[src/rtl/sdspi_pkg.sv]
// package for the sd card spi host sequencer
// phases, stages, status and action codes; no dependencies
package sdspi_pkg;

  localparam int SectorBytes = 512;
  localparam int CsdBytes    = 16;
  localparam int WakeBytes   = 10;

  typedef enum logic [2:0] {
    ACT_BYTE = 3'd0, ACT_INIT = 3'd1, ACT_READ = 3'd2, ACT_WRITE = 3'd3, ACT_CAP = 3'd4
  } action_t;

  typedef enum logic [2:0] {
    ST_OK = 3'd0, ST_BUSY = 3'd1, ST_REJECT = 3'd2, ST_TOKEN = 3'd3,
    ST_CMD = 3'd4, ST_NOCARD = 3'd5
  } status_t;

  typedef enum logic [2:0] {
    CARD_NONE = 3'd0, CARD_MMC = 3'd1, CARD_SD1 = 3'd2, CARD_SD2 = 3'd3, CARD_SDHC = 3'd4
  } card_t;

  typedef enum logic [4:0] {
    P_IDLE, P_WAKE, P_CDESEL, P_CGAP, P_CREADY, P_CFRAME, P_CSTUFF, P_CRESP,
    P_TRAIL, P_TOKEN, P_DATA, P_DCRC, P_WREADY, P_WDATA, P_WCRC, P_WRESP, P_WSTOP
  } phase_t;

  typedef enum logic [4:0] {
    S_NONE, S_CMD0, S_CMD8, S_CMD8_TRAIL, S_V2_55, S_V2_41, S_CMD58, S_OCR,
    S_V1_55, S_V1_41, S_LOOP_55, S_LOOP_41, S_CMD1, S_CMD16, S_RD_ONE,
    S_RD_ONE_DATA, S_RD_MULTI_CMD, S_RD_MULTI_DATA, S_RD_STOP, S_WR_55, S_WR_23,
    S_WR_ONE_CMD, S_WR_ONE, S_WR_MULTI_CMD, S_WR_MULTI, S_WR_STOP, S_CSD_CMD,
    S_CSD_DATA
  } stage_t;

  localparam logic [2:0] CFG_RESET_RETRIES = 3'd0;
  localparam logic [2:0] CFG_IDLE_RETRIES  = 3'd1;
  localparam logic [2:0] CFG_RESP_POLLS    = 3'd2;
  localparam logic [2:0] CFG_TOKEN_POLLS   = 3'd3;
  localparam logic [2:0] CFG_READY_POLLS   = 3'd4;

  localparam logic [7:0] TOKEN_START  = 8'hFE;
  localparam logic [7:0] TOKEN_MULTI  = 8'hFC;
  localparam logic [7:0] TOKEN_STOP   = 8'hFD;
  localparam logic [7:0] DATA_ACCEPT  = 8'h05;
  localparam logic [7:0] IDLE_BYTE    = 8'hFF;

  // capacity in sectors from a 16-byte csd
  function automatic logic [31:0] csd_sectors(input logic [7:0] c [16]);
    logic [21:0] cs2;
    logic [4:0]  n;
    logic [12:0] cs1;
    logic [31:0] w;
    begin
      cs2 = {c[7][5:0], c[8], c[9]};
      n = 5'({1'b0, c[5][3:0]}) + 5'(c[10][7]) + 5'({c[9][1:0], 1'b0}) + 5'd2;
      cs1 = 13'({c[6][1:0], c[7], c[8][7:6]}) + 13'd1;
      w = 32'(cs1);
      if (c[0][7:6] == 2'b01) begin
        if (cs2 == 22'h3FFFFF) csd_sectors = 32'hFFFFFFFF;
        else csd_sectors = {(22'(cs2) + 22'd1), 10'd0};
      end else if (n >= 5'd9) begin
        csd_sectors = w << (n - 5'd9);
      end else begin
        csd_sectors = w >> (5'd9 - n);
      end
    end
  endfunction

endpackage

[src/rtl/sd_spi_host_sequencer_top.sv]
// sd card spi-mode host sequencer, top level
// depends on sdspi_pkg
// One item is one spi byte transfer: an action starts init, sector read, sector write or a csd
// capacity query, or (action 0) hands back the miso byte of the transfer the previous result
// asked for. Every accepted item yields exactly one registered result naming the next
// mosi byte and chip-select level. A new item is taken every cycle while the result register
// is empty or being drained; the sequencer state is a registered fsm with one pass of logic.
// Starting an action while another runs drops the running one. No clearing pass after reset.
module sd_spi_host_sequencer_top (
  input  logic        clk,
  input  logic        rst,
  input  logic        in_valid,
  output logic        in_ready,
  input  logic [2:0]  action,
  input  logic [7:0]  miso_byte,
  input  logic [31:0] sector,
  input  logic [7:0]  block_count,
  input  logic [7:0]  write_data,
  output logic        out_valid,
  input  logic        out_ready,
  output logic [7:0]  mosi_byte,
  output logic        chip_select,
  output logic [7:0]  read_data,
  output logic        read_valid,
  output logic        wants_write_data,
  output logic        done_res,
  output logic [2:0]  status,
  output logic [7:0]  last_response,
  output logic [2:0]  card_kind,
  output logic [31:0] sector_total,
  output logic        fast_clock,
  input  logic        cfg_we,
  input  logic [2:0]  cfg_index,
  input  logic [23:0] cfg_data
);
  import sdspi_pkg::*;

  logic [7:0]  reset_retries;
  logic [15:0] idle_exit_retries;
  logic [7:0]  response_polls;
  logic [15:0] token_polls;
  logic [23:0] ready_polls;

  phase_t      phase, phase_next;
  stage_t      stage, stage_next;
  logic [23:0] poll_counter, poll_counter_next;
  logic [9:0]  byte_index, byte_index_next;
  logic [47:0] command_frame, command_frame_next;
  logic [2:0]  card_type_reg, card_type_next;
  logic [7:0]  blocks_left, blocks_left_next;
  logic [31:0] card_address, card_address_next;
  logic [7:0]  response_reg, response_next;
  logic [15:0] loop_count, loop_count_next;
  logic [2:0]  op_status, op_status_next;
  logic        sub_result, sub_result_next;
  logic [1:0]  sub_code, sub_code_next;  // write result code: ready timeout or data response result
  logic [31:0] total, total_next;
  logic        fast_flag, fast_next;
  logic [7:0]  reply_bytes [16];
  logic        reply_we;
  logic [3:0]  reply_addr;

  logic [7:0]  o_mosi;
  logic        o_cs, o_rvalid, o_wants, o_done;
  logic [7:0]  o_rdata;
  logic [2:0]  o_status;

  logic take;
  assign in_ready = !out_valid || out_ready;
  assign take = in_valid && in_ready;

  always_ff @(posedge clk) begin
    if (rst) begin
      reset_retries <= 8'd200;
      idle_exit_retries <= 16'd65534;
      response_polls <= 8'd20;
      token_polls <= 16'hFFFF;
      ready_polls <= 24'hFFFFFF;
    end else if (cfg_we) begin
      unique case (cfg_index)
        CFG_RESET_RETRIES: reset_retries <= cfg_data[7:0];
        CFG_IDLE_RETRIES:  idle_exit_retries <= cfg_data[15:0];
        CFG_RESP_POLLS:    response_polls <= cfg_data[7:0];
        CFG_TOKEN_POLLS:   token_polls <= cfg_data[15:0];
        CFG_READY_POLLS:   ready_polls <= cfg_data;
        default: ;
      endcase
    end
  end

  // the whole sequencer step, one combinational pass
  always_comb begin
    logic [7:0]  rx;
    logic [23:0] pc1;
    logic        do_proceed;
    logic        cmd_go;
    logic [5:0]  cmd;
    logic [31:0] arg;
    logic [7:0]  crc;
    stage_t      cmd_stage;
    logic        fin;
    logic [2:0]  fin_st;
    logic        fin_init;
    logic [2:0]  fin_code;
    logic [2:0]  k;
    rx = miso_byte;
    pc1 = poll_counter + 24'd1;
    do_proceed = 1'b0;
    cmd_go = 1'b0; cmd = '0; arg = '0; crc = 8'h01; cmd_stage = S_NONE;
    fin = 1'b0; fin_st = ST_OK; fin_init = 1'b0; fin_code = ST_OK;
    k = 3'd0;
    phase_next = phase; stage_next = stage; poll_counter_next = poll_counter;
    byte_index_next = byte_index; command_frame_next = command_frame;
    card_type_next = card_type_reg; blocks_left_next = blocks_left;
    card_address_next = card_address; response_next = response_reg;
    loop_count_next = loop_count; op_status_next = op_status;
    sub_result_next = sub_result; sub_code_next = sub_code;
    total_next = total; fast_next = fast_flag;
    reply_we = 1'b0; reply_addr = byte_index[3:0];
    o_mosi = IDLE_BYTE; o_cs = 1'b1; o_rdata = '0; o_rvalid = 1'b0;
    o_wants = 1'b0; o_done = 1'b0; o_status = ST_OK;

    if (action >= ACT_INIT && action <= ACT_CAP) begin
      op_status_next = ST_OK;
      sub_result_next = 1'b0;
      sub_code_next = 2'd0;
      if (action == ACT_INIT) begin
        fast_next = 1'b0; card_type_next = CARD_NONE; phase_next = P_WAKE;
        stage_next = S_NONE; byte_index_next = '0;
      end else if (action == ACT_CAP) begin
        cmd_go = 1'b1; cmd = 6'd9; cmd_stage = S_CSD_CMD;
      end else if (block_count == 8'd0) begin
        fin = 1'b1;
      end else begin
        card_address_next = (card_type_reg == CARD_SDHC) ? sector : {sector[22:0], 9'd0};
        blocks_left_next = block_count;
        cmd_go = 1'b1; arg = card_address_next;
        if (action == ACT_READ) begin
          cmd = (block_count == 8'd1) ? 6'd17 : 6'd18;
          cmd_stage = (block_count == 8'd1) ? S_RD_ONE : S_RD_MULTI_CMD;
        end else if (block_count == 8'd1) begin
          cmd = 6'd24; cmd_stage = S_WR_ONE_CMD;
        end else if (card_type_reg != CARD_MMC) begin
          cmd = 6'd55; arg = '0; cmd_stage = S_WR_55;
        end else begin
          cmd = 6'd25; cmd_stage = S_WR_MULTI_CMD;
        end
      end
    end else if (phase != P_IDLE) begin
      unique case (phase)
        P_WAKE: begin
          byte_index_next = byte_index + 10'd1;
          if (byte_index_next >= 10'(WakeBytes)) begin
            loop_count_next = 16'(reset_retries);
            cmd_go = 1'b1; cmd = 6'd0; crc = 8'h95; cmd_stage = S_CMD0;
          end
        end
        P_CDESEL: phase_next = P_CGAP;
        P_CGAP: begin phase_next = P_CREADY; poll_counter_next = '0; o_cs = 1'b0; end
        P_CREADY: begin
          o_cs = 1'b0;
          if (rx == 8'hFF) begin
            phase_next = P_CFRAME; byte_index_next = '0;
          end else begin
            poll_counter_next = pc1;
            if (pc1 >= ready_polls) begin response_next = 8'hFF; do_proceed = 1'b1; end
          end
        end
        P_CFRAME: begin
          o_cs = 1'b0;
          byte_index_next = byte_index + 10'd1;
          if (byte_index_next < 10'd8) begin
            k = byte_index_next[2:0];
            if (k != 3'd0 && k != 3'd7) o_mosi = command_frame[8*(6-k) +: 8];
          end else begin
            phase_next = (command_frame[45:40] == 6'd12) ? P_CSTUFF : P_CRESP;
            poll_counter_next = '0;
          end
        end
        P_CSTUFF: begin phase_next = P_CRESP; poll_counter_next = '0; o_cs = 1'b0; end
        P_CRESP: begin
          o_cs = 1'b0;
          poll_counter_next = pc1;
          if (rx != 8'hFF || pc1 > 24'(response_polls)) begin
            response_next = rx; do_proceed = 1'b1;
          end
        end
        P_TRAIL: begin
          o_cs = 1'b0;
          reply_we = 1'b1;
          byte_index_next = byte_index + 10'd1;
          if (byte_index_next >= 10'd4) do_proceed = 1'b1;
        end
        P_TOKEN: begin
          o_cs = 1'b0;
          if (rx == TOKEN_START) begin
            phase_next = P_DATA; byte_index_next = '0;
          end else begin
            poll_counter_next = pc1;
            if (pc1 >= 24'(token_polls)) begin sub_result_next = 1'b1; do_proceed = 1'b1; end
          end
        end
        P_DATA: begin
          o_cs = 1'b0;
          if (stage == S_CSD_DATA) reply_we = 1'b1;
          else begin o_rdata = rx; o_rvalid = 1'b1; end
          byte_index_next = byte_index + 10'd1;
          if ((stage == S_CSD_DATA && byte_index_next >= 10'(CsdBytes)) ||
              (stage != S_CSD_DATA && byte_index == 10'(SectorBytes - 1))) begin
            phase_next = P_DCRC; byte_index_next = '0;
          end
        end
        P_DCRC: begin
          o_cs = 1'b0;
          byte_index_next = byte_index + 10'd1;
          if (byte_index_next >= 10'd2) begin sub_result_next = 1'b0; do_proceed = 1'b1; end
        end
        P_WREADY: begin
          o_cs = 1'b0;
          if (rx == 8'hFF) begin
            if (stage == S_WR_STOP) begin phase_next = P_WSTOP; o_mosi = TOKEN_STOP; end
            else begin
              phase_next = P_WDATA; byte_index_next = '0;
              o_mosi = (stage == S_WR_ONE) ? TOKEN_START : TOKEN_MULTI;
              o_wants = 1'b1;
            end
          end else begin
            poll_counter_next = pc1;
            if (pc1 >= ready_polls) begin
              sub_result_next = 1'b1; sub_code_next = 2'd1; do_proceed = 1'b1;
            end
          end
        end
        P_WDATA: begin
          o_cs = 1'b0; o_mosi = write_data;
          byte_index_next = byte_index + 10'd1;
          if (byte_index == 10'(SectorBytes - 1)) begin
            phase_next = P_WCRC; byte_index_next = '0;
          end else o_wants = 1'b1;
        end
        P_WCRC: begin
          o_cs = 1'b0;
          byte_index_next = byte_index + 10'd1;
          if (byte_index_next >= 10'd3) phase_next = P_WRESP;
        end
        P_WRESP: begin
          sub_code_next = ((rx & 8'h1F) == DATA_ACCEPT) ? 2'd0 : 2'd2;
          sub_result_next = ((rx & 8'h1F) != DATA_ACCEPT);
          do_proceed = 1'b1;
        end
        P_WSTOP: begin
          sub_result_next = 1'b0; sub_code_next = 2'd0; do_proceed = 1'b1;
        end
        default: phase_next = P_IDLE;
      endcase
    end

    if (do_proceed) begin
      unique case (stage)
        S_CMD0: begin
          if (response_next == 8'd1) begin
            cmd_go = 1'b1; cmd = 6'd8; arg = 32'h1AA; crc = 8'h87; cmd_stage = S_CMD8;
          end else if (loop_count == 16'd0) begin
            fin_init = 1'b1; fin_code = ST_NOCARD;
          end else begin
            loop_count_next = loop_count - 16'd1;
            cmd_go = 1'b1; cmd = 6'd0; crc = 8'h95; cmd_stage = S_CMD0;
          end
        end
        S_CMD8: begin
          if (response_next == 8'd1) begin
            stage_next = S_CMD8_TRAIL; phase_next = P_TRAIL; byte_index_next = '0; o_cs = 1'b0;
          end else begin cmd_go = 1'b1; cmd = 6'd55; cmd_stage = S_V1_55; end
        end
        S_CMD8_TRAIL: begin
          if (reply_bytes[2] == 8'h01 && rx == 8'hAA) begin
            loop_count_next = idle_exit_retries;
            cmd_go = 1'b1; cmd = 6'd55; cmd_stage = S_V2_55;
          end else begin fin_init = 1'b1; fin_code = ST_CMD; end
        end
        S_V2_55: begin cmd_go = 1'b1; cmd = 6'd41; arg = 32'h40000000; cmd_stage = S_V2_41; end
        S_V2_41, S_LOOP_41, S_CMD1: begin
          if (response_next == 8'd0) begin
            cmd_go = 1'b1;
            if (stage == S_V2_41) begin cmd = 6'd58; cmd_stage = S_CMD58; end
            else begin cmd = 6'd16; arg = 32'(SectorBytes); cmd_stage = S_CMD16; end
          end else if (loop_count == 16'd0) begin
            card_type_next = CARD_NONE; fin_init = 1'b1; fin_code = ST_CMD;
          end else begin
            loop_count_next = loop_count - 16'd1;
            cmd_go = 1'b1;
            if (stage == S_CMD1) begin cmd = 6'd1; cmd_stage = S_CMD1; end
            else begin
              cmd = 6'd55;
              cmd_stage = (stage == S_V2_41) ? S_V2_55 : S_LOOP_55;
            end
          end
        end
        S_CMD58: begin
          if (response_next == 8'd0) begin
            stage_next = S_OCR; phase_next = P_TRAIL; byte_index_next = '0; o_cs = 1'b0;
          end else begin fin_init = 1'b1; fin_code = ST_CMD; end
        end
        S_OCR: begin
          // first ocr byte holds ccs
          card_type_next = reply_bytes[0][6] ? CARD_SDHC : CARD_SD2;
          fin_init = 1'b1; fin_code = ST_CMD;
        end
        S_V1_55: begin cmd_go = 1'b1; cmd = 6'd41; cmd_stage = S_V1_41; end
        S_V1_41: begin
          loop_count_next = idle_exit_retries;
          cmd_go = 1'b1;
          if (response_next <= 8'd1) begin
            card_type_next = CARD_SD1; cmd = 6'd55; cmd_stage = S_LOOP_55;
          end else begin
            card_type_next = CARD_MMC; cmd = 6'd1; cmd_stage = S_CMD1;
          end
        end
        S_LOOP_55: begin cmd_go = 1'b1; cmd = 6'd41; cmd_stage = S_LOOP_41; end
        S_CMD16: begin
          if (response_next != 8'd0) card_type_next = CARD_NONE;
          fin_init = 1'b1; fin_code = ST_CMD;
        end
        S_RD_ONE, S_CSD_CMD: begin
          if (response_next == 8'd0) begin
            stage_next = (stage == S_RD_ONE) ? S_RD_ONE_DATA : S_CSD_DATA;
            phase_next = P_TOKEN; poll_counter_next = '0; o_cs = 1'b0;
          end else begin
            if (stage == S_CSD_CMD) total_next = '0;
            fin = 1'b1; fin_st = ST_CMD;
          end
        end
        S_RD_ONE_DATA: begin fin = 1'b1; fin_st = sub_result_next ? ST_TOKEN : ST_OK; end
        S_RD_MULTI_CMD: begin
          stage_next = S_RD_MULTI_DATA; phase_next = P_TOKEN;
          poll_counter_next = '0; o_cs = 1'b0;
        end
        S_RD_MULTI_DATA: begin
          blocks_left_next = blocks_left - 8'd1;
          if (!sub_result_next && blocks_left_next != 8'd0) begin
            phase_next = P_TOKEN; poll_counter_next = '0; o_cs = 1'b0;
          end else begin
            op_status_next = sub_result_next ? ST_TOKEN : ST_OK;
            cmd_go = 1'b1; cmd = 6'd12; cmd_stage = S_RD_STOP;
          end
        end
        S_RD_STOP: begin fin = 1'b1; fin_st = op_status; end
        S_WR_55: begin cmd_go = 1'b1; cmd = 6'd23; arg = 32'(blocks_left); cmd_stage = S_WR_23; end
        S_WR_23: begin cmd_go = 1'b1; cmd = 6'd25; arg = card_address; cmd_stage = S_WR_MULTI_CMD; end
        S_WR_ONE_CMD, S_WR_MULTI_CMD: begin
          if (response_next == 8'd0) begin
            stage_next = (stage == S_WR_ONE_CMD) ? S_WR_ONE : S_WR_MULTI;
            phase_next = P_WREADY; poll_counter_next = '0; o_cs = 1'b0;
          end else begin fin = 1'b1; fin_st = ST_CMD; end
        end
        S_WR_ONE: begin fin = 1'b1; fin_st = 3'(sub_code_next); end
        S_WR_MULTI: begin
          blocks_left_next = blocks_left - 8'd1;
          phase_next = P_WREADY; poll_counter_next = '0; o_cs = 1'b0;
          if (sub_result_next || blocks_left_next == 8'd0) begin
            op_status_next = 3'(sub_code_next); stage_next = S_WR_STOP;
          end
        end
        S_WR_STOP: begin
          fin = 1'b1; fin_st = (op_status != ST_OK) ? op_status : 3'(sub_code_next);
        end
        S_CSD_DATA: begin
          fin = 1'b1;
          if (sub_result_next) begin total_next = '0; fin_st = ST_TOKEN; end
          else begin total_next = csd_sectors(reply_bytes); fin_st = ST_OK; end
        end
        default: fin = 1'b1;
      endcase
    end

    if (fin_init) begin
      fast_next = 1'b1; fin = 1'b1;
      fin_st = (card_type_next != CARD_NONE) ? ST_OK : fin_code;
    end
    if (cmd_go) begin
      command_frame_next = {2'b01, cmd, arg, crc};
      stage_next = cmd_stage; phase_next = P_CDESEL;
      o_mosi = IDLE_BYTE; o_cs = 1'b1;
    end
    if (fin) begin
      o_mosi = IDLE_BYTE; o_cs = 1'b1; o_done = 1'b1; o_status = fin_st;
      phase_next = P_IDLE; stage_next = S_NONE;
    end
  end

  // csd bytes land in the reply store too; the last cmd8 trailing byte is read straight off the bus
  always_ff @(posedge clk) begin
    if (take && reply_we) reply_bytes[reply_addr] <= miso_byte;
  end

  always_ff @(posedge clk) begin
    if (rst) begin
      phase <= P_IDLE; stage <= S_NONE; poll_counter <= '0; byte_index <= '0;
      command_frame <= '0; card_type_reg <= CARD_NONE; blocks_left <= '0;
      card_address <= '0; response_reg <= 8'hFF; loop_count <= '0; op_status <= ST_OK;
      sub_result <= 1'b0; sub_code <= 2'd0; total <= '0; fast_flag <= 1'b0;
      out_valid <= 1'b0;
    end else begin
      if (out_valid && out_ready) out_valid <= 1'b0;
      if (take) begin
        phase <= phase_next; stage <= stage_next; poll_counter <= poll_counter_next;
        byte_index <= byte_index_next; command_frame <= command_frame_next;
        card_type_reg <= card_type_next; blocks_left <= blocks_left_next;
        card_address <= card_address_next; response_reg <= response_next;
        loop_count <= loop_count_next; op_status <= op_status_next;
        sub_result <= sub_result_next; sub_code <= sub_code_next;
        total <= total_next; fast_flag <= fast_next;
        out_valid <= 1'b1;
      end
    end
  end

  always_ff @(posedge clk) begin
    if (take) begin
      mosi_byte <= o_mosi; chip_select <= o_cs; read_data <= o_rdata;
      read_valid <= o_rvalid; wants_write_data <= o_wants; done_res <= o_done;
      status <= o_status; last_response <= response_next; card_kind <= card_type_next;
      sector_total <= total_next; fast_clock <= fast_next;
    end
  end

`ifndef SYNTHESIS
  a_done_deselects: assert property (@(posedge clk) disable iff (rst)
    out_valid && done_res |-> chip_select) else $error("done without deselect");
  a_idle_after_done: assert property (@(posedge clk) disable iff (rst)
    take && o_done |=> phase == P_IDLE) else $error("phase not idle after done");
  a_rvalid_data: assert property (@(posedge clk) disable iff (rst)
    out_valid && read_valid |-> !chip_select && !done_res) else $error("read byte unselected");
  a_hold_stalled: assert property (@(posedge clk) disable iff (rst)
    out_valid && !out_ready |=> $stable(mosi_byte) && out_valid) else $error("result lost");
`endif

endmodule
[config.mk]
export PLATFORM = sky130hd
export DESIGN_NAME = sd_spi_host_sequencer_top
export DESIGN_NICKNAME = d
export VERILOG_FILES = /design/src/rtl/sdspi_pkg.sv /design/src/rtl/sd_spi_host_sequencer_top.sv
export SDC_FILE = /design/constraint.sdc
export NUM_CORES = 1
export LEC_CHECK = 0
export BUFFER_PORTS_ARGS = -buffer_cell sky130_fd_sc_hd__buf_4
export CORE_UTILIZATION = 45
export DETAILED_ROUTE_END_ITERATION = 7
export SLEW_MARGIN = 40
export SYNTH_ARGS = -nofsm -noshare
export SYNTH_HDL_FRONTEND = slang
export SYNTH_SLANG_ARGS = --single-unit
export TNS_END_PERCENT = 50
[constraint.sdc]
create_clock -name clk -period 7.4 [get_ports clk]
set_input_delay 1.48 -clock clk [delete_from_list [all_inputs] [get_ports clk]]
set_output_delay 1.48 -clock clk [all_outputs]
set_load 0.01 [all_outputs]
== Word-level counts from Yosys, hierarchy flattened ==
Index checks and enable logic that the tools add are counted.

* Bits in registers: 465
* Input port bits: 91
* Output and inout bits: 69
* Logic and storage cells: 477

* $add $sub $neg: 12
* Order comparisons: 15
* Equal/unequal tests: 67
* Shift-type cells: 3
* Multiplexer cells: 268
* Bitwise gates (word level): 6
* Reductions and logical operators: 58

{| class="wikitable"
|+ Operator list
! operator !! number
|-
| 2-to-1 mux 32 bit || 19
|-
| 2-to-1 mux 5 bit || 44
|-
| 2-to-1 mux 24 bit || 8
|-
| 2-to-1 mux 8 bit || 22
|-
| case mux 32 bit (5 select lines) || 1
|-
| 2-to-1 mux 16 bit || 9
|-
| bitwise mux 128 bit || 1
|-
| 2-to-1 mux 10 bit || 12
|-
| case mux 24 bit (5 select lines) || 1
|-
| case mux 5 bit (11 select lines) || 2
|-
| 2-to-1 mux 6 bit || 18
|-
| == test 5 x 4 -> 1 bit (second input constant) || 16
|-
| 2-to-1 mux 3 bit || 25
|-
| case mux 24 bit (3 select lines) || 1
|-
| 2-to-1 mux 1 bit || 67
|-
| == test 5 bit (second input constant) || 13
|-
| case mux 16 bit (4 select lines) || 1
|-
| case mux 32 bit (2 select lines) || 1
|-
| case mux 10 bit (6 select lines) || 1
|-
| case mux 6 bit (9 select lines) || 1
|-
| variable part select 48 x 33 -> 8 bit || 1
|-
| == test 5 x 3 -> 1 bit (second input constant) || 9
|-
| case mux 5 bit (7 select lines) || 1
|-
| demux 8 bit (select 4 bit) || 1
|-
| other kinds (79) || 154
|}

== Longest topological paths before layout ==
Gate-level depths: netlist of run 1.

* Depth in word-level cells: 14
* Mapped depth: 22
* Gate-level depth less buffers: 18

== Worst setup path after synthesis of run 1 ==
Ideal clock, no wire load.

* Kind: reg2reg
* From: reg poll_counter[0]
* To: reg status[0], data pin
* Setup time: 176 ps
* Arrival time: 4942 ps
* Required time: 7224 ps
* Path slack: 2282 ps
* Stages on the path, launching flop included: 20
* Buffers on the path: 2
* Period minus slack after synthesis: 5118 ps
* Cell sequence: dfxtp_1 > ha_1 > nand3_2 > or4_1 > clkbuf_1 > buf_2 > or4b_1 > nand2_1 > ha_1 > a21oi_1 > a211oi_1 > or4b_1 > o2111ai_1 > and2_1 > o21ai_0 > a31oi_2 > and3_1 > a32oi_1 > a221o_1 > o32ai_1

* Longest elaborated chain between the ends: 14
* Elaborated cells on any way between the ends: 60
* Those cells by class: add/sub (1); order compare (4); eq/ne (1); mux (50); reduce/logical (4)

{| class="wikitable"
|+ Ends and longest elaborated chain
! what !! RTL line !! source
|-
| from (decl) || sd_spi_host_sequencer_top.sv:46 || <nowiki>logic [23:0] poll_counter, poll_counter_next;</nowiki>
|-
| from (signal assigned) || sd_spi_host_sequencer_top.sv:406 || <nowiki>phase <= phase_next; stage <= stage_next; poll_counter <= poll_counter_next;</nowiki>
|-
| adder 24 x 1 -> 24 bit (*) || sd_spi_host_sequencer_top.sv:107 || <nowiki>pc1 = poll_counter + 24'd1;</nowiki>
|-
| greater-or-equal comparator 24 bit or > comparator 24 x 8 -> 1 bit (tied branches) || sd_spi_host_sequencer_top.sv:166, sd_spi_host_sequencer_top.sv:229, sd_spi_host_sequencer_top.sv:184 ||
|-
| 2-to-1 mux 8 bit or logical OR 1 bit (tied branches) || sd_spi_host_sequencer_top.sv:166, sd_spi_host_sequencer_top.sv:184 ||
|-
| 2-to-1 mux 8 bit (on tied branches) || sd_spi_host_sequencer_top.sv:162, sd_spi_host_sequencer_top.sv:184 ||
|-
| case mux 8 bit (2 select lines) || sd_spi_host_sequencer_top.sv:150 || <nowiki>unique case (phase)</nowiki>
|-
| 2-to-1 mux 8 bit || sd_spi_host_sequencer_top.sv:149 || <nowiki>end else if (phase != P_IDLE) begin</nowiki>
|-
| 2-to-1 mux 8 bit || sd_spi_host_sequencer_top.sv:123 || <nowiki>if (action >= ACT_INIT && action <= ACT_CAP) begin</nowiki>
|-
| <= comparator 8 x 1 -> 1 bit, or another cell as far along || sd_spi_host_sequencer_top.sv:313 || <nowiki>if (response_next <= 8'd1) begin</nowiki>
|-
| 2-to-1 mux 2 bit, or another cell as far along || sd_spi_host_sequencer_top.sv:313 ||
|-
| case mux 3 bit (4 select lines) || sd_spi_host_sequencer_top.sv:259 || <nowiki>unique case (stage)</nowiki>
|-
| 2-to-1 mux 3 bit || sd_spi_host_sequencer_top.sv:258 || <nowiki>if (do_proceed) begin</nowiki>
|-
| nonzero test 3 bit || sd_spi_host_sequencer_top.sv:378 || <nowiki>fin_st = (card_type_next != CARD_NONE) ? ST_OK : fin_code;</nowiki>
|-
| 2-to-1 mux 3 bit || sd_spi_host_sequencer_top.sv:378 ||
|-
| 2-to-1 mux 3 bit || sd_spi_host_sequencer_top.sv:376 || <nowiki>if (fin_init) begin</nowiki>
|-
| to (signal assigned) || sd_spi_host_sequencer_top.sv:422 || <nowiki>status <= o_status; last_response <= response_next; card_kind <= card_type_next;</nowiki>
|-
| to (decl) || sd_spi_host_sequencer_top.sv:27 || <nowiki>output logic [2:0] status,</nowiki>
|}

Every way passes the cells marked *; elsewhere a longest branch is shown, timed or not.
A chain may end at the register's enable or synchronous reset.

== Final worst setup path of run 1 ==
* From: reg poll_counter[0]
* To: reg poll_counter[19]

* Longest elaborated chain between the ends: 12
* Elaborated cells on any way between the ends: 38
* Those cells by class: add/sub (1); order compare (3); mux (30); reduce/logical (4)

{| class="wikitable"
|+ Ends and longest elaborated chain
! what !! RTL line !! source
|-
| adder 24 x 1 -> 24 bit (*) || sd_spi_host_sequencer_top.sv:107 ||
|-
| greater-or-equal comparator 24 bit or greater-or-equal comparator 24 x 16 -> 1 bit (tied branches) || sd_spi_host_sequencer_top.sv:166, sd_spi_host_sequencer_top.sv:229, sd_spi_host_sequencer_top.sv:200 ||
|-
| 2-to-1 mux 1 bit (on tied branches) || sd_spi_host_sequencer_top.sv:229, sd_spi_host_sequencer_top.sv:200 ||
|-
| 2-to-1 mux 1 bit (on tied branches) || sd_spi_host_sequencer_top.sv:220, sd_spi_host_sequencer_top.sv:196 ||
|-
| case mux 1 bit (5 select lines) || sd_spi_host_sequencer_top.sv:150 ||
|-
| 2-to-1 mux 1 bit || sd_spi_host_sequencer_top.sv:149 ||
|-
| 2-to-1 mux 1 bit || sd_spi_host_sequencer_top.sv:123 ||
|-
| logical NOT 1 bit || sd_spi_host_sequencer_top.sv:340 || <nowiki>if (!sub_result_next && blocks_left_next != 8'd0) begin</nowiki>
|-
| logical AND 1 bit || sd_spi_host_sequencer_top.sv:340 ||
|-
| 2-to-1 mux 24 bit || sd_spi_host_sequencer_top.sv:340 ||
|-
| case mux 24 bit (3 select lines) || sd_spi_host_sequencer_top.sv:259 ||
|-
| 2-to-1 mux 24 bit (*) || sd_spi_host_sequencer_top.sv:258 ||
|}

Marked as above.

==> impl_summary.log, run 1 <==
[metrics] status: finished clean
[metrics] Critical Path End Type: register
[metrics] final critical delay including setup and external delays: 6531 ps
[metrics] Routed wire per std cell: 24.17 um
[metrics] EDFF count, synth: 108
[metrics] met1 wire length: 39,640 um
[metrics] total routing resource utilization after global routing: 0.3252
[metrics] clock input transition at the sequential cells of the worst setup and hold paths: 50 ps
[metrics] routed wire length: 88,910 um
[metrics] max reg flops: 42
[metrics] max_cap viols: 0
[metrics] detailed-router iteration count before antenna repair: 6
[metrics] count of port buffers added during placement: 159
[metrics] via count: 23,550
[metrics] TritonCTS sink count: 373
[metrics] Final Cycle Share: 0.8825
[metrics] Register-to-Register Setup Slack: 870 ps
[metrics] ports placed on the boundary: 160
[metrics] count of synthesis-stage warnings from yosys: 0
[metrics] hold_sp: response_polls[3]
[metrics] Critical Path RT: 7880 ps
[metrics] setup repair after global routing missed its margin: false
[metrics] final-stage net count: 3,122
[metrics] wire length of the first global-routing pass: 135,700 um
[metrics] Hold Path Cell Cnt: 2
[metrics] DRC violation total after the first TritonRoute iteration: 2,486
[metrics] layout cells sized above 1: 0.1424
[metrics] post-layout worst setup margin: 869.1 ps
[metrics] Routed met3 length: 5915 um
[metrics] routed via count divided by cell count: 6.400
[metrics] type of origin of the critical path: register
[metrics] CTS resizes: 0
[metrics] H-tree depth: 2
[metrics] buffer levels on the longest clock path: 3
[metrics] Die Y-Extent: 232.0 um
[metrics] register with the most flip-flops: command_frame
[metrics] placeable core region: 0.05182 mm2
[metrics] Final Hold Viols: 0
[metrics] startpoint of the worst register-to-register path: poll_counter[0]
[metrics] leakage power: 0.009905 uW
[metrics] initial core utilization: 0.4594
[metrics] Total Neg Setup Slack: 0 ps
[metrics] Largest regs: command_frame (42), reply_bytes (41)
[metrics] half-perimeter wire length of the detailed placement result: 65,920 um
[metrics] worst-path cell chain: ha_1, nand3_2, or4_1, or4b_1, nand2_1, ha_1, a21oi_1, a211oi_1, or4b_1, o2111ai_1, and2_1, o21ai_0, a31oi_2, o21ai_2, buf_4, a21oi_4, buf_4, o21ai_0, a311oi_1
[metrics] endpoint of the worst hold path: response_polls[3]
[metrics] slew at the pin closest to its max-slew limit: 889.4 ps
[metrics] TritonCTS clock tree: built
[metrics] leftover overflow at the end of global routing: 0
[metrics] Worst path max stage delay: 790 ps
[metrics] number of pins exceeding their max-slew limit in the final report: 0
[metrics] CTS Buf Count: 45
[metrics] Synth-to-Final Area Change: 14.50%
[metrics] type of the worst min-delay path: reg2reg
[metrics] number of buffers inserted by post-CTS setup repair: 0
[metrics] detailed route wirelength on metal2: 40,100 um
[metrics] number of flip-flops and latches in the synthesized netlist: 373
[metrics] Die Width: 232.0 um
[metrics] Setup-failing EPs final: 0
[metrics] Rows: 83
[metrics] largest net degree at the start of global routing: 78
[metrics] power per unit of standard cell area: 188.6 mW/mm2
[metrics] CTS Hold Bufs: 0
[metrics] routability-driven placement congestion ratio: 1.002
[metrics] path depth of the worst reg2reg path: 19
[metrics] number of routed nets with antenna violations: 0
[metrics] antenna violations before repair: 1
[metrics] top_reg_cell synth: sky130_fd_sc_hd__dfxtp_1
[metrics] Buffers & Inverters on Critical Path: 2
[metrics] Cell Count, Final, Fillers Out: 3,679
[metrics] placed instance count: 3,596
[metrics] synth unique cells: 99
[metrics] worst slack at placement: 1001 ps
[metrics] via count of the first global-routing pass: 22,240
[metrics] share of flip-flops with an asynchronous set or reset: 0
[metrics] Crit Path Class: reg2reg
[metrics] worst supply voltage drop on vdd: 0.1646 mV
[metrics] DRC errors left: 0
[metrics] slowest library cell on the worst path: sky130_fd_sc_hd__or4_1
[metrics] root buffer cell: sky130_fd_sc_hd__clkbuf_16
[metrics] highest metal layer used by the detailed router: met4
[metrics] Worst R2R End: poll_counter[19]
[metrics] Syn Nets: 3,067
[metrics] sequential fraction of the synthesis area: 0.3590
[metrics] Max-Slew Margin vs Limit: 0.4008
[metrics] mean post-synth cell area: 8.187 um2
[metrics] Worst Path Arrival: 7010 ps
[metrics] peak fanout along the critical path: 25
[metrics] mapped cell area: 0.02381 mm2
[metrics] category of cells accounting for the largest share of critical-path delay: simple AND/OR/NAND/NOR gates
[metrics] clock insertion delay at the later pin of the skew report: 600 ps
[metrics] count of mapped cells out of synthesis: 2,908
[metrics] die area: 0.05383 mm2
[metrics] setup skew after layout: 28.80 ps
[metrics] highest clock frequency the design can meet: 153.1 MHz
[metrics] number of inserted diodes: 0
## power breakdown
part	leakage, uW	total (uW)	internal [uW]	switching (uW)
Clock	0.000772	2380	1420	957
Combinational	0.00597	547	191	356
Sequential	0.00316	2210	2170	40.8
Total	0.00990	5140	3790	1350
## per-stage QoR
stage	instance area (um2)	total power (uW)	hold WS (ps)	utilization
after global routing	27260	5303	466.3	0.5261
after global placement	25480	2775	437.9	0.4916
final	27260	5140	454.5	0.5261
after floorplan	23810	2566	431.3	-
after CTS	27250	5168	453.4	0.5258
after detailed placement	25650	2791	444.0	0.4950
## metal layers
layer  vias up  global-route usage
li1      10980                   -
met1     11450              0.4507
met2       955              0.5118
met3       161             0.04568
met4         0              0.1205
met5         -                   0
## cell families after synthesis
group	after synthesis	synth area share
AOI/OAI and AO/OA	984	0.2841
and+or+nand+nor	1015	0.1982
xor gates and xnor gates	84	0.03090
muxes	84	0.04183
adders and majority gates	68	0.03605
DFF	373	0.3590
buffers and inverters	300	0.04993
## worst max path at each step
stage / startpoint / endpoint / slack, ps / cells past startpoint
detailed placement: poll_counter[0] / poll_counter[19] / 1000 / 19
global route: poll_counter[0] / poll_counter[11] / 460 / 19
CTS: poll_counter[0] / poll_counter[19] / 970 / 19
floorplan: poll_counter[0] / status[0] / 2280 / 19
finish: poll_counter[0] / poll_counter[19] / 870 / 19
global placement: poll_counter[0] / command_frame[43] / 830 / 17
## cells in the final DEF (no fill, tap or decap), types with 21 or more instances in the layout
cell type and instances:
sky130_fd_sc_hd__nand2_1 356, sky130_fd_sc_hd__dfxtp_1 265, sky130_fd_sc_hd__a21oi_1 260, sky130_fd_sc_hd__nor2_1 253, sky130_fd_sc_hd__buf_4 216, sky130_fd_sc_hd__o21ai_0 182
sky130_fd_sc_hd__edfxtp_1 108, sky130_fd_sc_hd__nand3_1 105, sky130_fd_sc_hd__inv_1 78, sky130_fd_sc_hd__mux2i_1 68, sky130_fd_sc_hd__ha_1 67, sky130_fd_sc_hd__nor3_1 65
sky130_fd_sc_hd__o211ai_1 63, sky130_fd_sc_hd__a211oi_1 57, sky130_fd_sc_hd__clkbuf_16 48, sky130_fd_sc_hd__xnor2_1 43, sky130_fd_sc_hd__xor2_1 37, sky130_fd_sc_hd__nand4_1 34
sky130_fd_sc_hd__a31oi_1 32, sky130_fd_sc_hd__a211oi_2 29, sky130_fd_sc_hd__a22oi_1 29, sky130_fd_sc_hd__and2_1 28, sky130_fd_sc_hd__and3_1 27, sky130_fd_sc_hd__nor4_1 22
sky130_fd_sc_hd__a21o_1 22, sky130_fd_sc_hd__nand2b_1 22, sky130_fd_sc_hd__o22ai_1 21, sky130_fd_sc_hd__a311oi_1 21
## final cells by class
class,instances,area (um2)
Fill cell,4866,24560
Multi-Input combinational cell,2235,14200
Sequential cell,373,8548
Timing Repair Buffer,223,1734
Clock buffer,59,1292
Tap cell,680,850.8
Inverter,85,324.1
Clock inverter,24,306.5
## synth_stat cells (12+ instances only)
| master | count | area (um2) |
|---|---|---|
| sky130_fd_sc_hd__a211o_1 | 16 | 140.1 |
| sky130_fd_sc_hd__a211oi_1 | 57 | 427.9 |
| sky130_fd_sc_hd__a211oi_2 | 29 | 362.9 |
| sky130_fd_sc_hd__a21o_1 | 22 | 165.2 |
| sky130_fd_sc_hd__a21oi_1 | 260 | 1301 |
| sky130_fd_sc_hd__a221oi_1 | 18 | 157.7 |
| sky130_fd_sc_hd__a22o_1 | 17 | 148.9 |
| sky130_fd_sc_hd__a22oi_1 | 29 | 217.7 |
| sky130_fd_sc_hd__a311oi_1 | 22 | 192.7 |
| sky130_fd_sc_hd__a31oi_1 | 32 | 200.2 |
| sky130_fd_sc_hd__a32o_1 | 14 | 140.1 |
| sky130_fd_sc_hd__a32oi_1 | 14 | 122.6 |
| sky130_fd_sc_hd__and2_1 | 28 | 175.2 |
| sky130_fd_sc_hd__and3_1 | 28 | 175.2 |
| sky130_fd_sc_hd__buf_1 | 18 | 67.56 |
| sky130_fd_sc_hd__buf_2 | 19 | 95.09 |
| sky130_fd_sc_hd__clkbuf_1 | 172 | 645.6 |
| sky130_fd_sc_hd__dfxtp_1 | 265 | 5305 |
| sky130_fd_sc_hd__edfxtp_1 | 108 | 3243 |
| sky130_fd_sc_hd__ha_1 | 67 | 838.3 |
| sky130_fd_sc_hd__inv_1 | 78 | 292.8 |
| sky130_fd_sc_hd__mux2i_1 | 68 | 680.7 |
| sky130_fd_sc_hd__mux4_2 | 12 | 270.3 |
| sky130_fd_sc_hd__nand2_1 | 358 | 1344 |
| sky130_fd_sc_hd__nand2b_1 | 22 | 137.6 |
| sky130_fd_sc_hd__nand3_1 | 105 | 525.5 |
| sky130_fd_sc_hd__nand4_1 | 34 | 212.7 |
| sky130_fd_sc_hd__nor2_1 | 257 | 964.7 |
| sky130_fd_sc_hd__nor2b_1 | 16 | 100.1 |
| sky130_fd_sc_hd__nor3_1 | 68 | 340.3 |
| sky130_fd_sc_hd__nor4_1 | 25 | 156.4 |
| sky130_fd_sc_hd__o211ai_1 | 63 | 473.0 |
| sky130_fd_sc_hd__o21a_1 | 15 | 112.6 |
| sky130_fd_sc_hd__o21ai_0 | 182 | 910.9 |
| sky130_fd_sc_hd__o21ba_2 | 17 | 170.2 |
| sky130_fd_sc_hd__o221ai_1 | 12 | 105.1 |
| sky130_fd_sc_hd__o22ai_1 | 21 | 131.4 |
| sky130_fd_sc_hd__o31ai_1 | 20 | 150.1 |
| sky130_fd_sc_hd__or2_2 | 12 | 75.07 |
| sky130_fd_sc_hd__or3_1 | 14 | 87.58 |
| sky130_fd_sc_hd__xnor2_1 | 45 | 394.1 |
| sky130_fd_sc_hd__xor2_1 | 39 | 341.6 |
## tightest hold or removal path: stages (launching register included)
cell and delay [ps]:
sky130_fd_sc_hd__dfxtp_1 300, sky130_fd_sc_hd__nand2_1 50, sky130_fd_sc_hd__a21oi_1 50
(Power assumes the default switching activity.)
==> run 2: changes to the inputs <==
- ABC_AREA: unset -> 1
- ABC_CLOCK_PERIOD_IN_PS: unset -> 7400
==> impl_summary.log, run 2 <==
[metrics] count of mapped cells out of synthesis: 3,700 (was 2,908)
[metrics] area of combinational cells with multiple inputs: 0.01358 mm2 (was 0.01420 mm2)
[metrics] largest net degree at the start of global routing: 85 (was 78)
[metrics] slew at the pin closest to its max-slew limit: 845.2 ps (was 889.4 ps)
[metrics] number of pins exceeding their max-slew limit in the final report: 0 (unchanged)
[metrics] Total Neg Setup Slack: 0 ps (unchanged)
[metrics] area used by sequential logic in the layout: 0.008548 mm2 (unchanged)
[metrics] commonest non-fill, non-tap cell in the layout: sky130_fd_sc_hd__nand2_1 (unchanged)
[metrics] synth unique cells: 63 (was 99)
[metrics] Worst Path Arrival: 5900 ps (was 7010 ps)
[metrics] CTS Hold Bufs: 0 (unchanged)
[metrics] die area: 0.05568 mm2 (was 0.05383 mm2)
[metrics] Max-Slew Margin vs Limit: 0.4353 (was 0.4008)
[metrics] highest clock frequency the design can meet: 183.4 MHz (was 153.1 MHz)
[metrics] top-area cell type share of the netlist area: 0.2154 (was 0.2228)
[metrics] number of inserted diodes: 0 (unchanged)
[metrics] H-tree depth: 2 (unchanged)
[metrics] DRC violation total after the first TritonRoute iteration: 2,528 (was 2,486)
[metrics] sequential fraction of the synthesis area: 0.3470 (was 0.3590)
[metrics] commonest non-fill, non-tap cells in the layout: sky130_fd_sc_hd__nand2_1 (784), sky130_fd_sc_hd__inv_1 (482), sky130_fd_sc_hd__o21ai_0 (436) (was sky130_fd_sc_hd__nand2_1 (356), sky130_fd_sc_hd__dfxtp_1 (265), sky130_fd_sc_hd__a21oi_1 (260))
[metrics] Filler Cells Inserted: 5,607 (was 4,866)
[metrics] setup skew after layout: 24.10 ps (was 28.80 ps)
[metrics] Min Hold Slack: 445.5 ps (was 454.5 ps)
[metrics] Rows: 85 (was 83)
[metrics] worst supply voltage drop on vdd: 0.1728 mV (was 0.1646 mV)
[metrics] power per unit of standard cell area: 188.4 mW/mm2 (was 188.6 mW/mm2)
[metrics] Die Y-Extent: 236.0 um (was 232.0 um)
[metrics] placeable core region: 0.05392 mm2 (was 0.05182 mm2)
[metrics] number of buffers inserted by post-CTS setup repair: 0 (unchanged)
[metrics] via count of the first global-routing pass: 23,150 (was 22,240)
[metrics] largest cells by area after synthesis: sky130_fd_sc_hd__dfxtp_1 (22%), sky130_fd_sc_hd__edfxtp_1 (13%), sky130_fd_sc_hd__nand2_1 (12%), sky130_fd_sc_hd__o21ai_0 (8.9%), sky130_fd_sc_hd__inv_1 (7.4%) (was sky130_fd_sc_hd__dfxtp_1 (22%), sky130_fd_sc_hd__edfxtp_1 (14%), sky130_fd_sc_hd__nand2_1 (5.6%), sky130_fd_sc_hd__a21oi_1 (5.5%), sky130_fd_sc_hd__nor2_1 (4.1%))
[metrics] share of flip-flops with an asynchronous set or reset: 0 (unchanged)
[metrics] most common cell in the netlist: sky130_fd_sc_hd__nand2_1 (unchanged)
[metrics] routability-driven placement congestion ratio: 1.015 (was 1.002)
[metrics] register with the most flip-flops: command_frame (unchanged)
[metrics] Crit Path Class: reg2reg (unchanged)
[metrics] mux cell area share after synthesis: 0.002032 (was 0.04183)
[metrics] mean post-synth cell area: 6.657 um2 (was 8.187 um2)
[metrics] Syn Nets: 3,859 (was 3,067)
[metrics] Setup-failing EPs final: 0 (unchanged)
[metrics] status: finished clean (unchanged)
[metrics] count of port buffers added during placement: 159 (unchanged)
[metrics] Critical Path RT: 7850 ps (was 7880 ps)
[metrics] CTS resizes: 0 (unchanged)
[metrics] top_reg_cell synth: sky130_fd_sc_hd__dfxtp_1 (unchanged)
[metrics] initial core utilization: 0.4568 (was 0.4594)
[metrics] final-stage net count: 3,936 (was 3,122)
[metrics] leftover overflow at the end of global routing: 0 (unchanged)
[metrics] cell area after placement: 0.02635 mm2 (was 0.02565 mm2)
[metrics] DRC errors left: 0 (unchanged)
[metrics] Die Width: 236.0 um (was 232.0 um)
[metrics] Final Cycle Share: 0.7369 (was 0.8825)
[metrics] Final Hold Viols: 0 (unchanged)
[metrics] final critical delay including setup and external delays: 5453 ps (was 6531 ps)
[metrics] Critical Path End Type: register (unchanged)
[metrics] CTS Buf Count: 44 (was 45)
[metrics] mapped cell area: 0.02463 mm2 (was 0.02381 mm2)
[metrics] half-perimeter wire length of the detailed placement result: 61,170 um (was 65,920 um)
[metrics] TritonCTS clock tree: built (unchanged)
[metrics] type of the worst min-delay path: reg2reg (unchanged)
[metrics] total routing resource utilization after global routing: 0.2947 (was 0.3252)
[metrics] root buffer cell: sky130_fd_sc_hd__clkbuf_16 (unchanged)
[metrics] buffer levels on the longest clock path: 3 (unchanged)
[metrics] clock insertion delay at the later pin of the skew report: 590 ps (was 600 ps)
[metrics] Largest regs: command_frame (42), reply_bytes (41) (unchanged)
[metrics] share of the synthesized area in compound gates (AO/OA/AOI/OAI): 0.2272 (was 0.2841)
[metrics] xor and xnor fraction of the mapped netlist area: 0.02098 (was 0.03090)
[metrics] TritonCTS sink count: 373 (unchanged)
[metrics] setup repair after global routing missed its margin: false (unchanged)
[metrics] most numerous cell types in the synthesized netlist: sky130_fd_sc_hd__nand2_1 (785), sky130_fd_sc_hd__inv_1 (484), sky130_fd_sc_hd__o21ai_0 (436) (was sky130_fd_sc_hd__nand2_1 (358), sky130_fd_sc_hd__dfxtp_1 (265), sky130_fd_sc_hd__a21oi_1 (260))
[metrics] Synth-to-Final Area Change: 12.97% (was 14.50%)
[metrics] routed wire length: 84,020 um (was 88,910 um)
[metrics] detailed-router iteration count before antenna repair: 6 (unchanged)
[metrics] number of routed nets with antenna violations: 0 (unchanged)
[metrics] post-synthesis adder-cell area fraction: 0.03485 (was 0.03605)
[metrics] routed via count divided by cell count: 5.626 (was 6.400)
[metrics] ports placed on the boundary: 160 (unchanged)
[metrics] antenna violations before repair: 0 (was 1)
[metrics] wire length of the first global-routing pass: 131,300 um (was 135,700 um)
[metrics] final core utilization: 0.5161 (was 0.5261)
[metrics] layout cells sized above 1: 0.09399 (was 0.1424)
[metrics] Final Cell Area: 0.02783 mm2 (was 0.02726 mm2)
[metrics] number of flip-flops and latches in the synthesized netlist: 373 (unchanged)
[metrics] EDFF count, synth: 108 (unchanged)
[metrics] max_cap viols: 0 (unchanged)
[metrics] peak fanout along the critical path: 33 (was 25)
[metrics] max reg flops: 42 (unchanged)
[metrics] count of synthesis-stage warnings from yosys: 0 (unchanged)
[metrics] simple-gate area share of the yosys netlist: 0.2626 (was 0.1982)
[metrics] Routed wire per std cell: 18.65 um (was 24.17 um)
[metrics] via count: 25,350 (was 23,550)
[metrics] leakage power: 0.01236 uW (was 0.009905 uW)
[metrics] clock input transition at the sequential cells of the worst setup and hold paths: 60 ps (was 50 ps)
[metrics] type of origin of the critical path: register (unchanged)
[metrics] Yosys top cell by area: sky130_fd_sc_hd__dfxtp_1 (unchanged)
[metrics] combinational family with the most area after synthesis: simple AND/OR/NAND/NOR gates (was compound AO/OA/AOI/OAI gates)
## run 2: layout make-up
cell class / count / area share
Tap cell: 696 / 0.03129
Inverter: 503 / 0.06821
Sequential cell: 373 / 0.3072
Clock buffer: 59 / 0.04487
Clock inverter: 19 / 0.006340
Multi-Input combinational cell: 2657 / 0.4880
Timing Repair Buffer: 198 / 0.05413
## run 2: per-stage QoR
stage	setup WS [ps]	std cells	power [uW]
floorplan	2460	3700	2800
global placement	1810	4426	3077
detailed placement	1701	4426	3077
CTS	1850	4504	5258
global route	1287	4505	5464
finish	1947	4505	5242
## run 2: cells by family after synthesis
kind of cell,count (synthesis)
muxes,5
and+or+nand+nor,1523
buffers and inverters,670
AOI/OAI and AO/OA,1002
adders and majority gates,68
xor gates and xnor gates,59
DFF,373
## run 2: final timing paths
| check | end | slack [ps] | from | depth (start not counted) |
|---|---|---|---|---|
| worst max-delay path | stage[2] | 1950 | poll_counter[0] | 27 |
| worst min-delay path | card_address[24] | 450 | card_address[24] | 2 |
| worst max register to register | stage[2] | 1950 | poll_counter[0] | 27 |
| worst min register to register | card_address[24] | 450 | card_address[24] | 2 |
## run 2: where the power goes
group	total (uW)	internal, uW	switching, uW
Sequential	2270	2210	64.7
Clock	2190	1280	906
Combinational	782	253	528
Total	5240	3740	1500
## run 2: routing by layer
layer  share of wire  vias up  wire, um  GRT usage
li1                -    12550         -          -
met1            0.45    11720     37620     0.4027
met2            0.45      909     37970     0.4730
met3           0.068      174      5714    0.04728
met4           0.032        0      2710    0.09507
met5               0        -         0          0
## run 2: worst max-delay path: stages (launching register included)
cell and delay (ps):
sky130_fd_sc_hd__dfxtp_1 480, sky130_fd_sc_hd__nand3_2 180, sky130_fd_sc_hd__nor2_4 140, sky130_fd_sc_hd__nand2_2 130, sky130_fd_sc_hd__nor2_4 120, sky130_fd_sc_hd__nand2_1 100
sky130_fd_sc_hd__xor2_1 590, sky130_fd_sc_hd__ha_1 380, sky130_fd_sc_hd__a31oi_1 180, sky130_fd_sc_hd__nand2_1 70, sky130_fd_sc_hd__nand2_1 110, sky130_fd_sc_hd__nand3_1 220
sky130_fd_sc_hd__nand2_2 280, sky130_fd_sc_hd__nand2_1 80, sky130_fd_sc_hd__nand2_1 60, sky130_fd_sc_hd__nand2_1 50, sky130_fd_sc_hd__nand2_1 110, sky130_fd_sc_hd__nand3_2 130
sky130_fd_sc_hd__nor2_8 230, sky130_fd_sc_hd__nand2_2 320, sky130_fd_sc_hd__buf_4 330, sky130_fd_sc_hd__nand2_1 80, sky130_fd_sc_hd__buf_4 340, sky130_fd_sc_hd__nand3_1 180
sky130_fd_sc_hd__o211ai_1 130, sky130_fd_sc_hd__nand3_1 100, sky130_fd_sc_hd__nand3_1 100, sky130_fd_sc_hd__a21oi_1 60
